[config.mk]
export PLATFORM = sky130hd
export DESIGN_NAME = current_voltage_packet_framer_core
export DESIGN_NICKNAME = d
export VERILOG_FILES = /design/src/hdl/cvpf_pkg.sv /design/src/hdl/current_voltage_packet_framer_core.sv /design/src/hdl/cvpf_conv.sv
export SDC_FILE = /design/constraint.sdc
export NUM_CORES = 2
export LEC_CHECK = 0
export BUFFER_PORTS_ARGS = -buffer_cell sky130_fd_sc_hd__clkbuf_2
export CORE_MARGIN = 1
export CORE_UTILIZATION = 55
export CTS_BUF_LIST = sky130_fd_sc_hd__clkbuf_16
export CTS_CLUSTER_SIZE = 16
export DETAILED_ROUTE_END_ITERATION = 16
export PLACE_DENSITY = 0.71
export RECOVER_POWER = 50
export SETUP_SLACK_MARGIN = 0.4
export SLEW_MARGIN = 20
export SYNTH_ARGS = -nofsm -noshare
export SYNTH_HDL_FRONTEND = slang
export SYNTH_SLANG_ARGS = --single-unit
[constraint.sdc]
create_clock -name clk_i -period 32.8 [get_ports clk_i]
set_input_delay 6.56 -clock clk_i [delete_from_list [all_inputs] [get_ports clk_i]]
set_output_delay 6.56 -clock clk_i [all_outputs]
set_load 0.05 [all_outputs]
[src/hdl/cvpf_pkg.sv]
// ----------------------------------------------------------------------------
// cvpf_pkg: shared types and constants for the measurement packet framer
// Field widths, frame constants, register map and the CRC-8 byte update.
// ----------------------------------------------------------------------------
package cvpf_pkg;

  localparam int unsigned PACKET_BYTES = 6;
  localparam int unsigned SAMPLE_W     = 12;
  localparam int unsigned VALUE_W      = 16;
  localparam int unsigned BYTE_W       = 8;
  localparam int unsigned APB_AW       = 4;
  localparam int unsigned APB_DW       = 32;

  localparam logic [BYTE_W-1:0]   START_BYTE    = 8'hA5;
  localparam logic [BYTE_W-1:0]   CRC_POLY      = 8'h07;
  localparam logic [SAMPLE_W-1:0] FULL_SCALE_MV = 12'd3300;
  localparam logic [SAMPLE_W-1:0] ADC_FULL      = 12'hFFF;
  localparam logic [VALUE_W-1:0]  UA_PER_MA     = 16'd1000;

  localparam logic [VALUE_W-1:0]  RST_CUR_DIV  = 16'd100;
  localparam logic [VALUE_W-1:0]  RST_VOLT_MUL = 16'd1;
  localparam logic [VALUE_W-1:0]  RST_VOLT_DIV = 16'd1;

  typedef enum logic [1:0] {
    REG_RAW_MODE = 2'd0,
    REG_CUR_DIV  = 2'd1,
    REG_VOLT_MUL = 2'd2,
    REG_VOLT_DIV = 2'd3
  } cvpf_reg_e;

  typedef enum logic [2:0] {
    SLOT_START   = 3'd0,
    SLOT_VOLT_LO = 3'd1,
    SLOT_VOLT_HI = 3'd2,
    SLOT_CUR_LO  = 3'd3,
    SLOT_CUR_HI  = 3'd4,
    SLOT_CRC     = 3'd5
  } cvpf_slot_e;

  // per-channel scaling set, driven from the register file (current multiplier is UA_PER_MA)
  typedef struct packed {
    logic               raw_mode;
    logic [VALUE_W-1:0] multiplier;
    logic [VALUE_W-1:0] divisor;
  } cvpf_scale_t;

  function automatic logic [BYTE_W-1:0] crc8_update(input logic [BYTE_W-1:0] crc,
                                                    input logic [BYTE_W-1:0] data);
    logic [BYTE_W-1:0] c;
    c = crc ^ data;
    for (int b = 0; b < BYTE_W; b++) begin
      if (c[BYTE_W-1]) begin
        c = {c[BYTE_W-2:0], 1'b0} ^ CRC_POLY;
      end else begin
        c = {c[BYTE_W-2:0], 1'b0};
      end
    end
    return c;
  endfunction

endpackage

[src/hdl/current_voltage_packet_framer_core.sv]
// ----------------------------------------------------------------------------
// current_voltage_packet_framer_core: measurement to framed byte stream
// Converts a current/voltage sample pair and sends it as a CRC-8 frame.
// ----------------------------------------------------------------------------
// Usage:
//   A sample pair is taken at a rising edge with start high and busy low.
//   Each pair gives six words on tx_byte_o, one per cycle, with tx_valid_o
//   high for each of them: 0xA5, voltage lo/hi, current lo/hi, CRC-8.
//   last_byte_o is high with the CRC word.
//   The first word follows the conversion pipeline, the serialiser state and
//   its output register. A new pair is refused while busy is high; busy rises
//   with an accept and holds until the gap counter, sized to the frame, runs out.
//   The conversion pipeline (nine stages, four of them a 4-bit-a-stage
//   divider) overlaps the serialisation of the previous frame.
//   The receiver cannot stall; words are not held.
//   Registers sit on the APB port at 4*index; reset loads raw_mode 0,
//   current_divisor 100, voltage_multiplier 1, voltage_divisor 1.
//   Reset clears all pipeline valid bits; no frame is in flight after it.
//   Users must write registers only while no frame is in flight; the block does not enforce it.
// ----------------------------------------------------------------------------
module current_voltage_packet_framer_core (
  input  logic                              clk_i,
  input  logic                              rst_ni,
  input  logic                              start,
  output logic                              busy,
  input  logic [cvpf_pkg::SAMPLE_W-1:0]     current_raw_i,
  input  logic [cvpf_pkg::SAMPLE_W-1:0]     voltage_raw_i,
  output logic                              tx_valid_o,
  output logic [cvpf_pkg::BYTE_W-1:0]       tx_byte_o,
  output logic                              last_byte_o,
  input  logic                              psel,
  input  logic                              penable,
  input  logic                              pwrite,
  input  logic [cvpf_pkg::APB_AW-1:0]       paddr,
  input  logic [cvpf_pkg::APB_DW-1:0]       pwdata,
  output logic [cvpf_pkg::APB_DW-1:0]       prdata,
  output logic                              pready
);
  import cvpf_pkg::*;

  localparam logic [2:0] GAP_CYCLES = 3'(PACKET_BYTES - 1);

  // register file
  logic               raw_mode_q;
  logic [VALUE_W-1:0] cur_div_q;
  logic [VALUE_W-1:0] volt_mul_q;
  logic [VALUE_W-1:0] volt_div_q;
  logic               wr_en;
  cvpf_reg_e          reg_sel;

  // input spacing
  logic [2:0]         gap_q, gap_d;
  logic               accept;

  // conversion
  cvpf_scale_t        cur_scale, volt_scale;
  logic               cur_valid, volt_valid;
  logic [VALUE_W-1:0] cur_value, volt_value;

  // serialiser
  logic               active_q, active_d;
  cvpf_slot_e         slot_q, slot_d;
  logic [VALUE_W-1:0] cur_q, volt_q;
  logic [BYTE_W-1:0]  crc_q, crc_d;
  logic [BYTE_W-1:0]  byte_d;
  logic               tx_valid_q;
  logic [BYTE_W-1:0]  tx_byte_q;
  logic               last_q;

  assign pready  = 1'b1;
  assign wr_en   = psel & penable & pwrite & pready;
  assign reg_sel = cvpf_reg_e'(paddr[APB_AW-1:2]);

  always_ff @(posedge clk_i or negedge rst_ni) begin
    if (!rst_ni) begin
      raw_mode_q <= 1'b0;
      cur_div_q  <= RST_CUR_DIV;
      volt_mul_q <= RST_VOLT_MUL;
      volt_div_q <= RST_VOLT_DIV;
    end else if (wr_en) begin
      unique case (reg_sel)
        REG_RAW_MODE: raw_mode_q <= pwdata[0];
        REG_CUR_DIV:  cur_div_q  <= pwdata[VALUE_W-1:0];
        REG_VOLT_MUL: volt_mul_q <= pwdata[VALUE_W-1:0];
        REG_VOLT_DIV: volt_div_q <= pwdata[VALUE_W-1:0];
        default: ;
      endcase
    end
  end

  always_comb begin
    prdata = '0;
    unique case (reg_sel)
      REG_RAW_MODE: prdata = {{(APB_DW-1){1'b0}}, raw_mode_q};
      REG_CUR_DIV:  prdata = {{(APB_DW-VALUE_W){1'b0}}, cur_div_q};
      REG_VOLT_MUL: prdata = {{(APB_DW-VALUE_W){1'b0}}, volt_mul_q};
      REG_VOLT_DIV: prdata = {{(APB_DW-VALUE_W){1'b0}}, volt_div_q};
      default:      prdata = '0;
    endcase
  end

  // pairs enter at most once per frame length, so frames never overlap
  assign busy   = (gap_q != 3'd0);
  assign accept = start & ~busy;

  always_comb begin
    if (accept) begin
      gap_d = GAP_CYCLES;
    end else if (busy) begin
      gap_d = gap_q - 3'd1;
    end else begin
      gap_d = gap_q;
    end
  end

  always_ff @(posedge clk_i or negedge rst_ni) begin
    if (!rst_ni) begin
      gap_q <= 3'd0;
    end else begin
      gap_q <= gap_d;
    end
  end

  assign cur_scale  = '{raw_mode: raw_mode_q, multiplier: UA_PER_MA, divisor: cur_div_q};
  assign volt_scale = '{raw_mode: raw_mode_q, multiplier: volt_mul_q, divisor: volt_div_q};

  cvpf_conv u_cur_conv (
    .clk_i    (clk_i),
    .rst_ni   (rst_ni),
    .valid_i  (accept),
    .sample_i (current_raw_i),
    .scale_i  (cur_scale),
    .valid_o  (cur_valid),
    .value_o  (cur_value)
  );

  cvpf_conv u_volt_conv (
    .clk_i    (clk_i),
    .rst_ni   (rst_ni),
    .valid_i  (accept),
    .sample_i (voltage_raw_i),
    .scale_i  (volt_scale),
    .valid_o  (volt_valid),
    .value_o  (volt_value)
  );

  // word currently due, CRC folded in one word per cycle
  always_comb begin
    unique case (slot_q)
      SLOT_START:   byte_d = START_BYTE;
      SLOT_VOLT_LO: byte_d = volt_q[BYTE_W-1:0];
      SLOT_VOLT_HI: byte_d = volt_q[VALUE_W-1:BYTE_W];
      SLOT_CUR_LO:  byte_d = cur_q[BYTE_W-1:0];
      SLOT_CUR_HI:  byte_d = cur_q[VALUE_W-1:BYTE_W];
      SLOT_CRC:     byte_d = crc_q;
      default:      byte_d = crc_q;
    endcase
  end

  always_comb begin
    // a new frame may load on the edge that sends the old CRC
    if (cur_valid & volt_valid) begin
      active_d = 1'b1;
      slot_d   = SLOT_START;
      crc_d    = '0;
    end else if (active_q) begin
      active_d = (slot_q != SLOT_CRC);
      slot_d   = (slot_q == SLOT_CRC) ? SLOT_START : cvpf_slot_e'(slot_q + 3'd1);
      crc_d    = crc8_update(crc_q, byte_d);
    end else begin
      active_d = 1'b0;
      slot_d   = slot_q;
      crc_d    = crc_q;
    end
  end

  always_ff @(posedge clk_i or negedge rst_ni) begin
    if (!rst_ni) begin
      active_q   <= 1'b0;
      slot_q     <= SLOT_START;
      tx_valid_q <= 1'b0;
    end else begin
      active_q   <= active_d;
      slot_q     <= slot_d;
      tx_valid_q <= active_q;
    end
  end

  always_ff @(posedge clk_i) begin
    crc_q     <= crc_d;
    tx_byte_q <= byte_d;
    last_q    <= active_q & (slot_q == SLOT_CRC);
    if (cur_valid & volt_valid) begin
      cur_q  <= cur_value;
      volt_q <= volt_value;
    end
  end

  assign tx_valid_o  = tx_valid_q;
  assign tx_byte_o   = tx_byte_q;
  assign last_byte_o = last_q;

endmodule

[src/hdl/cvpf_conv.sv]
// ----------------------------------------------------------------------------
// cvpf_conv: one channel of sample conversion
// ADC code to millivolts, scale, then saturating divide (raw code in raw mode); nine register stages.
// ----------------------------------------------------------------------------
module cvpf_conv (
  input  logic                            clk_i,
  input  logic                            rst_ni,
  input  logic                            valid_i,
  input  logic [cvpf_pkg::SAMPLE_W-1:0]   sample_i,
  input  cvpf_pkg::cvpf_scale_t           scale_i,
  output logic                            valid_o,
  output logic [cvpf_pkg::VALUE_W-1:0]    value_o
);
  import cvpf_pkg::*;

  localparam int unsigned PROD_W     = 2 * SAMPLE_W;
  localparam int unsigned NUM_W      = SAMPLE_W + VALUE_W;
  localparam int unsigned REM_W      = VALUE_W + 1;
  localparam int unsigned DIV_STAGES = 4;
  localparam int unsigned DIV_STEPS  = VALUE_W / DIV_STAGES;

  // stage 1: code times reference
  logic                 v1_q;
  logic [PROD_W-1:0]    prod_q;
  logic [SAMPLE_W-1:0]  raw1_q;
  // stage 2: millivolts
  logic                 v2_q;
  logic [SAMPLE_W-1:0]  mv_q, mv_d;
  logic [SAMPLE_W-1:0]  raw2_q;
  // stage 3: scaled numerator
  logic                 v3_q;
  logic [NUM_W-1:0]     num_q;
  logic [SAMPLE_W-1:0]  raw3_q;
  // division stages, entry 0 is the set-up stage
  logic                 dv_q   [DIV_STAGES+1];
  logic [REM_W-1:0]     drem_q [DIV_STAGES+1];
  logic [REM_W-1:0]     drem_d [DIV_STAGES];
  logic [VALUE_W-1:0]   dnum_q [DIV_STAGES+1];
  logic [VALUE_W-1:0]   dnum_d [DIV_STAGES];
  logic [VALUE_W-1:0]   dquo_q [DIV_STAGES+1];
  logic [VALUE_W-1:0]   dquo_d [DIV_STAGES];
  logic                 dovf_q [DIV_STAGES+1];
  logic [SAMPLE_W-1:0]  draw_q [DIV_STAGES+1];
  // output
  logic                 vo_q;
  logic [VALUE_W-1:0]   value_q;

  // floor(x/4095): x>>12 is low by at most one
  logic [SAMPLE_W-1:0]  q_est;
  logic [SAMPLE_W:0]    r_est;

  always_comb begin
    q_est = prod_q[PROD_W-1:SAMPLE_W];
    r_est = {1'b0, prod_q[SAMPLE_W-1:0]} + {1'b0, q_est};
    mv_d  = (r_est >= {1'b0, ADC_FULL}) ? q_est + 1'b1 : q_est;
  end

  always_comb begin
    logic [REM_W-1:0]   rem;
    logic [VALUE_W-1:0] num;
    logic [VALUE_W-1:0] quo;
    for (int k = 0; k < DIV_STAGES; k++) begin
      rem = drem_q[k];
      num = dnum_q[k];
      quo = dquo_q[k];
      for (int b = 0; b < DIV_STEPS; b++) begin
        rem = {rem[REM_W-2:0], num[VALUE_W-1]};
        num = {num[VALUE_W-2:0], 1'b0};
        if (rem >= {1'b0, scale_i.divisor}) begin
          rem = rem - {1'b0, scale_i.divisor};
          quo = {quo[VALUE_W-2:0], 1'b1};
        end else begin
          quo = {quo[VALUE_W-2:0], 1'b0};
        end
      end
      drem_d[k] = rem;
      dnum_d[k] = num;
      dquo_d[k] = quo;
    end
  end

  always_ff @(posedge clk_i or negedge rst_ni) begin
    if (!rst_ni) begin
      v1_q <= 1'b0;
      v2_q <= 1'b0;
      v3_q <= 1'b0;
      vo_q <= 1'b0;
      for (int k = 0; k <= DIV_STAGES; k++) begin
        dv_q[k] <= 1'b0;
      end
    end else begin
      v1_q    <= valid_i;
      v2_q    <= v1_q;
      v3_q    <= v2_q;
      dv_q[0] <= v3_q;
      for (int k = 0; k < DIV_STAGES; k++) begin
        dv_q[k+1] <= dv_q[k];
      end
      vo_q <= dv_q[DIV_STAGES];
    end
  end

  always_ff @(posedge clk_i) begin
    prod_q <= sample_i * FULL_SCALE_MV;
    raw1_q <= sample_i;
    mv_q   <= mv_d;
    raw2_q <= raw1_q;
    num_q  <= mv_q * scale_i.multiplier;
    raw3_q <= raw2_q;
    // quotient overflows 16 bits exactly when num >= divisor << 16
    dovf_q[0] <= ({{(VALUE_W+VALUE_W-NUM_W){1'b0}}, num_q} >= {scale_i.divisor, {VALUE_W{1'b0}}});
    drem_q[0] <= {{(REM_W-SAMPLE_W){1'b0}}, num_q[NUM_W-1:VALUE_W]};
    dnum_q[0] <= num_q[VALUE_W-1:0];
    dquo_q[0] <= '0;
    draw_q[0] <= raw3_q;
    for (int k = 0; k < DIV_STAGES; k++) begin
      drem_q[k+1] <= drem_d[k];
      dnum_q[k+1] <= dnum_d[k];
      dquo_q[k+1] <= dquo_d[k];
      dovf_q[k+1] <= dovf_q[k];
      draw_q[k+1] <= draw_q[k];
    end
    if (scale_i.raw_mode) begin
      value_q <= {{(VALUE_W-SAMPLE_W){1'b0}}, draw_q[DIV_STAGES]};
    end else if (dovf_q[DIV_STAGES]) begin
      value_q <= '1;
    end else begin
      value_q <= dquo_q[DIV_STAGES];
    end
  end

  assign valid_o = vo_q;
  assign value_o = value_q;

endmodule
; ---- Word-level counts from Yosys, hierarchy flattened
; Memory sizes are Yosys's and may differ from the RTL's.
; Index checks and enable logic that the tools add are counted.
[word_totals]
ff_bits = 340
mem_bits_rw = 605
output_inout_bits = 44
wordCells = 259
memories = 10
[classes]
addsub = 38
n_mul = 4
magnitude_cmp = 36
eq_ne = 9
n_mux = 101
bitwise_logic = 14
n_reduce_logical = 9
[mem_list]
columns = name, depth, word_bits, read_ports, rd_clocked_by_memory_dff, wr, line
row1 = u_cur_conv.drem_q, 5, 17, 4, 0, 5, cvpf_conv.sv:36  ; logic [REM_W-1:0] drem_q [DIV_STAGES+1];
row2 = u_volt_conv.drem_q, 5, 17, 4, 0, 5, cvpf_conv.sv:36
row3 = u_cur_conv.dquo_q, 5, 16, 5, 0, 5, cvpf_conv.sv:40  ; logic [VALUE_W-1:0] dquo_q [DIV_STAGES+1];
row4 = u_volt_conv.dnum_q, 5, 16, 4, 0, 5, cvpf_conv.sv:38  ; logic [VALUE_W-1:0] dnum_q [DIV_STAGES+1];
row5 = u_volt_conv.dquo_q, 5, 16, 5, 0, 5, cvpf_conv.sv:40
row6 = u_cur_conv.dnum_q, 5, 13, 4, 0, 5, cvpf_conv.sv:38
row7 = 4 more memories, -, -, -, -, -, -
[ops]
columns = operator, count
row1 = greater-or-equal comparator 17 x 16 -> 1 bit, 32
row2 = 2-to-1 mux 16 bit, 26
row3 = subtractor 16 bit, 24
row4 = 2-to-1 mux 17 bit, 8
row5 = subtractor 17 x 16 -> 17 bit, 8
row6 = one-hot mux 32 bit (4 select lines), 1
row7 = 2-to-1 mux 8 bit, 14
row8 = greater-or-equal comparator 28 x 32 -> 1 bit, 2
row9 = 2-to-1 mux 12 bit, 4
row10 = "multiplier 12 x 10 -> 22 bit, second input constant", 2
row11 = one-hot mux 8 bit (5 select lines), 1
row12 = 2-to-1 mux 3 bit, 13
row13 = 2-to-1 mux 1 bit, 34
row14 = multiplier 12 x 16 -> 28 bit, 1
row15 = adder 12 x 12 -> 13 bit, 2
row16 = "greater-or-equal comparator 13 x 12 -> 1 bit, second input constant", 2
row17 = "adder 12 x 1 -> 12 bit, second input constant", 2
row18 = NOT 3 bit, 8
row19 = "multiplier 12 x 7 -> 19 bit, second input constant", 1
row20 = AND reduction 2 bit, 4
row21 = XOR 8 bit, 1
row22 = "== test 3 x 2 -> 1 bit, second input constant", 2
row23 = "== test 3 bit, second input constant", 2
row24 = bitwise AND 1 bit, 4
row25 = other kinds (11), 13

; ---- Longest topological paths before layout
[logic_depth]
ltp_word = 33
mapped_depth = 54
depth_no_buf = 48

; ---- Modules after synthesis
; Synthesis repeated with hierarchy kept, for this count alone.
[hier_totals]
hier_cells = 6911
area_unflattened_um2 = 63469.6
[modules_own_cells]
columns = module, instances, cells_per_inst, area_per_inst_um2, seq_area_each_um2
row1 = cvpf_conv (u_volt_conv), 1, 3309, 29578.4, 6551.3
row2 = cvpf_conv (u_cur_conv), 1, 3198, 28937.8, 6551.3
row3 = current_voltage_packet_framer_core, 1, 404, 4953.5, 2733.9

; ---- Worst setup path after synthesis
; Ideal clock, no wire load.
[synth_timing]
path_type = in2out
start = input port paddr[3] (netlist bit)
end = output port prdata[10] (netlist bit)
arrival_time_ns = 7.884
t_required_ns = 26.240
setup_slack_ns = 18.356
cell_stages = 4
path_buffers = 2
cell_sequence = clkbuf_1 nor2b_1 clkbuf_1 a22o_1
[synth_between]
elab_chain_len = 2
word_cells_on_any_way = 5
cone_classes = 3 x eq/ne / 1 x mux / 1 x reduce/logical
[synth_rtl]
columns = element, line
row1 = from (decl), current_voltage_packet_framer_core.sv:34  ; input logic [cvpf_pkg::APB_AW-1:0] paddr,
row2 = "== test 2 bit, or another cell as far along", current_voltage_packet_framer_core.sv:93  ; unique case (reg_sel)
row3 = one-hot mux 32 bit (4 select lines) (*), current_voltage_packet_framer_core.sv:93
row4 = to (decl), current_voltage_packet_framer_core.sv:36  ; output logic [cvpf_pkg::APB_DW-1:0] prdata,
; Every way passes the cells marked *; elsewhere a longest branch is shown, timed or not. The select of a mux whose other input is x is not followed.

; ---- Worst setup path in the final report
[layout_timing]
start = input port paddr[3] (netlist bit)
end = output port prdata[2] (netlist bit)
; Same word-level chain as after synthesis.

==> metrics.txt <==
clock root buffer=clkbuf_16; TritonRoute pass-1 iters=8; Syn Area/Cell=9.158 sq um; first-pass GRT wire length=233500 microns; main area contributors after synthesis=dfxtp_1, ha_1, fa_1, mux2_2, xnor2_1; RePlAce Congestion=0.9407; number of CTS-inserted buffers=77; Final Hold Viols=0; H-Tree Depth=3; Worst R2R Start=volt_div_q[1]; Critical Path Fanout Max=36; skew final=37.94 ps; Hold Crit Class=register to register; EDFF count, synth=32; Worst setup startpoint=paddr[3]; Area growth syn-to-layout=7.954%; # Post-CTS Setup Buffers=0; HPWL after DPL=112600 microns; GRT Overall Usage=0.2750; First DRT Iteration DRCs=3144; initial antenna violation count=6; Skew-Pair Late Insertion Delay=670 ps; cell row count=118; area leader, netlist=dfxtp_1; DR WL/cell=18.89 microns; ys async rst share=0.09167; vias in the first global route=44450; DRC=0; starting density of the core=0.5545; min Tclk post-route=14920 ps; fraction of layout cells with a size suffix above 1=0.09105; Placed Instances=7640; Fill cells=8981; Die Footprint=105500 sq um; # setup viols final=0; Buffers on Ports=74; cts hold-fix bufs=0; failing checks=capacitance limit, slew limit; Layout Cells excl Fill=7784; I/O Pins=110; sequential fraction of the synthesis area=0.2630; startpoint types=primary input; Clk pin slew, worst setup/hold paths=60 ps; clk buf depth=3; post-synth top area share=0.2173; Routed WL=147000 microns; Worst Setup Path Type=primary input to output port; Final period util=0.4549; Die H=324.8 microns; vias=45570; required time of the critical path=26240 ps; largest net degree at the start of global routing=59; Yosys reg bits=720; YS warnings=0; Slew headroom=-0.6150; Syn Inst Count=6258; Slew Limit Fails=104; Setup TNS=0 ps; CP endpoint kind=output port; area of the mapped netlist=57310 sq um; die width=324.8 microns; Post-CTS Resized=0; drt via density=5.854; CTS tree=built; crit path DAT=8360 ps; Final #Nets=7469; Worst Hold Launch=u_volt_conv.dquo_q[0][58]; CORE AREA=103300 sq um; Worst-Margin Slew=2422 ps; Fmax achieved=67.03 MHz; top_reg_cell synth=dfxtp_1; clock sinks=720; ANT nets after route=0; status=finished, violations left; max cap viols=2; count of cell types in the netlist=97; RSZ-0062 raised after global routing=no; Overflow after GRT=0
## state kept, by name (all words and copies together), names as in the netlist, 19 cells and up
register,flops
u_cur_conv.draw_q,60
u_volt_conv.draw_q,60
u_volt_conv.drem_q,60
u_cur_conv.drem_q,54
u_cur_conv.dquo_q,40
u_volt_conv.dnum_q,40
u_volt_conv.dquo_q,40
u_cur_conv.dnum_q,28
u_volt_conv.num_q,28
u_cur_conv.num_q,19
u_cur_conv.prod_q,19
u_volt_conv.prod_q,19
## final timing paths
| path | endpoint | slack, ps | depth (start not counted) |
|---|---|---|---|
| setup reg to reg | u_volt_conv.drem_q[0][22] | 19570 | 46 |
| hold reg to reg | u_volt_conv.dquo_q[0][78] | 300 | 0 |
| min in group asynchronous | tx_valid_o | 5820 | 1 |
| hold / removal | u_volt_conv.dquo_q[0][78] | 300 | 0 |
| max in group asynchronous | volt_mul_q[9] | 25920 | 2 |
| setup / recovery | prdata[2] | 17880 | 5 |
## synth_stat cells, types with 24 or more instances
library cell and count:
o31ai_1 34, a31oi_1 42, nand2_1 473, ha_1 793, a21oi_1 426, nand3_1 78, and3_1 49, mux2i_1 43
nor3_1 101, edfxtp_1 32, o211ai_1 24, clkbuf_1 99, o21bai_1 51, nor4_1 27, a21boi_0 37, a21o_1 168
or3_1 27, nor2_1 430, inv_1 550, nand4_1 89, dfrtp_1 61, fa_1 271, o21ai_0 338, nor2b_1 84
nand2b_1 63, xnor2_1 308, a211oi_1 43, dfxtp_1 622, o21a_1 83, and2_1 76, xor2_1 138, mux2_2 265
## per-stage QoR
stage	hold WS [ps]	setup slack [ps]	utilization	instance area, sq um
2_1_floorplan	309.6	18360	-	57370
3_3_place_gp	309.5	17970	0.5736	59280
4_1_cts	302.5	17980	0.5986	61860
6_report	303.9	17880	0.5986	61870
5_1_grt	307.1	17840	0.5986	61860
3_5_place_dp	312.1	17990	0.5736	59280
## per-layer routing
metal	GRT usage	vias up	share of wire
li1	-	22160	-
met1	0.3567	21780	0.44
met2	0.4628	1286	0.47
met3	0.03615	328	0.057
met4	0.1093	12	0.039
met5	0	-	0.00065
## cell families (layout without fill, tap and decap cells)
family	after synthesis	count (layout)	share of synthesized area
AO/OA/AOI/OAI	1450	1450	0.1620
XOR/XNOR	446	446	0.06816
adder cells (fa/ha/maj)	1064	1064	0.2678
buffers and inverters	696	826	0.04729
flip-flops	720	720	0.2630
multiplexers	318	318	0.06233
other	2	18	0.0001310
AND/OR/NAND/NOR	1562	1562	0.1293
## area by class of cell
type / count / area, sq um / share of cell area
antenna: 1 / 2.502 / 0.00004045
multi-input combinational: 4857 / 39630 / 0.6405
inverter: 556 / 2087 / 0.03373
tap: 1380 / 1727 / 0.02791
clock buffer: 78 / 1952 / 0.03155
clock inverter: 65 / 634.4 / 0.01025
sequential: 720 / 15070 / 0.2436
timing repair buffer: 127 / 767.0 / 0.01240
## critical path, cell delays in order
cell,delay (ps)
clkbuf_2,520
nor2b_1,370
buf_4,280
a22o_1,280
clkbuf_2,320
## cells in the final DEF, fill, tap and decap left out, types with 16 or more instances in the layout
master and instances:
a211oi_1 43, a21boi_0 36, a21o_1 168, a21oi_1 426, a221o_1 16, a22o_1 18, a31oi_1 41, and2_1 74
and3_1 49, buf_4 53, clkbuf_16 78, clkbuf_2 73, conb_1 17, dfrtp_1 61, dfxtp_1 622, edfxtp_1 32
fa_1 271, ha_1 793, inv_1 562, mux2_2 265, mux2i_1 43, nand2_1 473, nand2b_1 63, nand3_1 78
nand4_1 89, nor2_1 429, nor2b_1 84, nor3_1 101, nor4_1 27, o211ai_1 24, o21a_1 83, o21ai_0 338
o21bai_1 51, o31a_1 20, o31ai_1 34, or3_1 27, xnor2_1 308, xor2_1 138
Power is left out: the tool's default activity adds up to more than one toggle a clock period on the data nets, which glitch-free logic cannot reach.
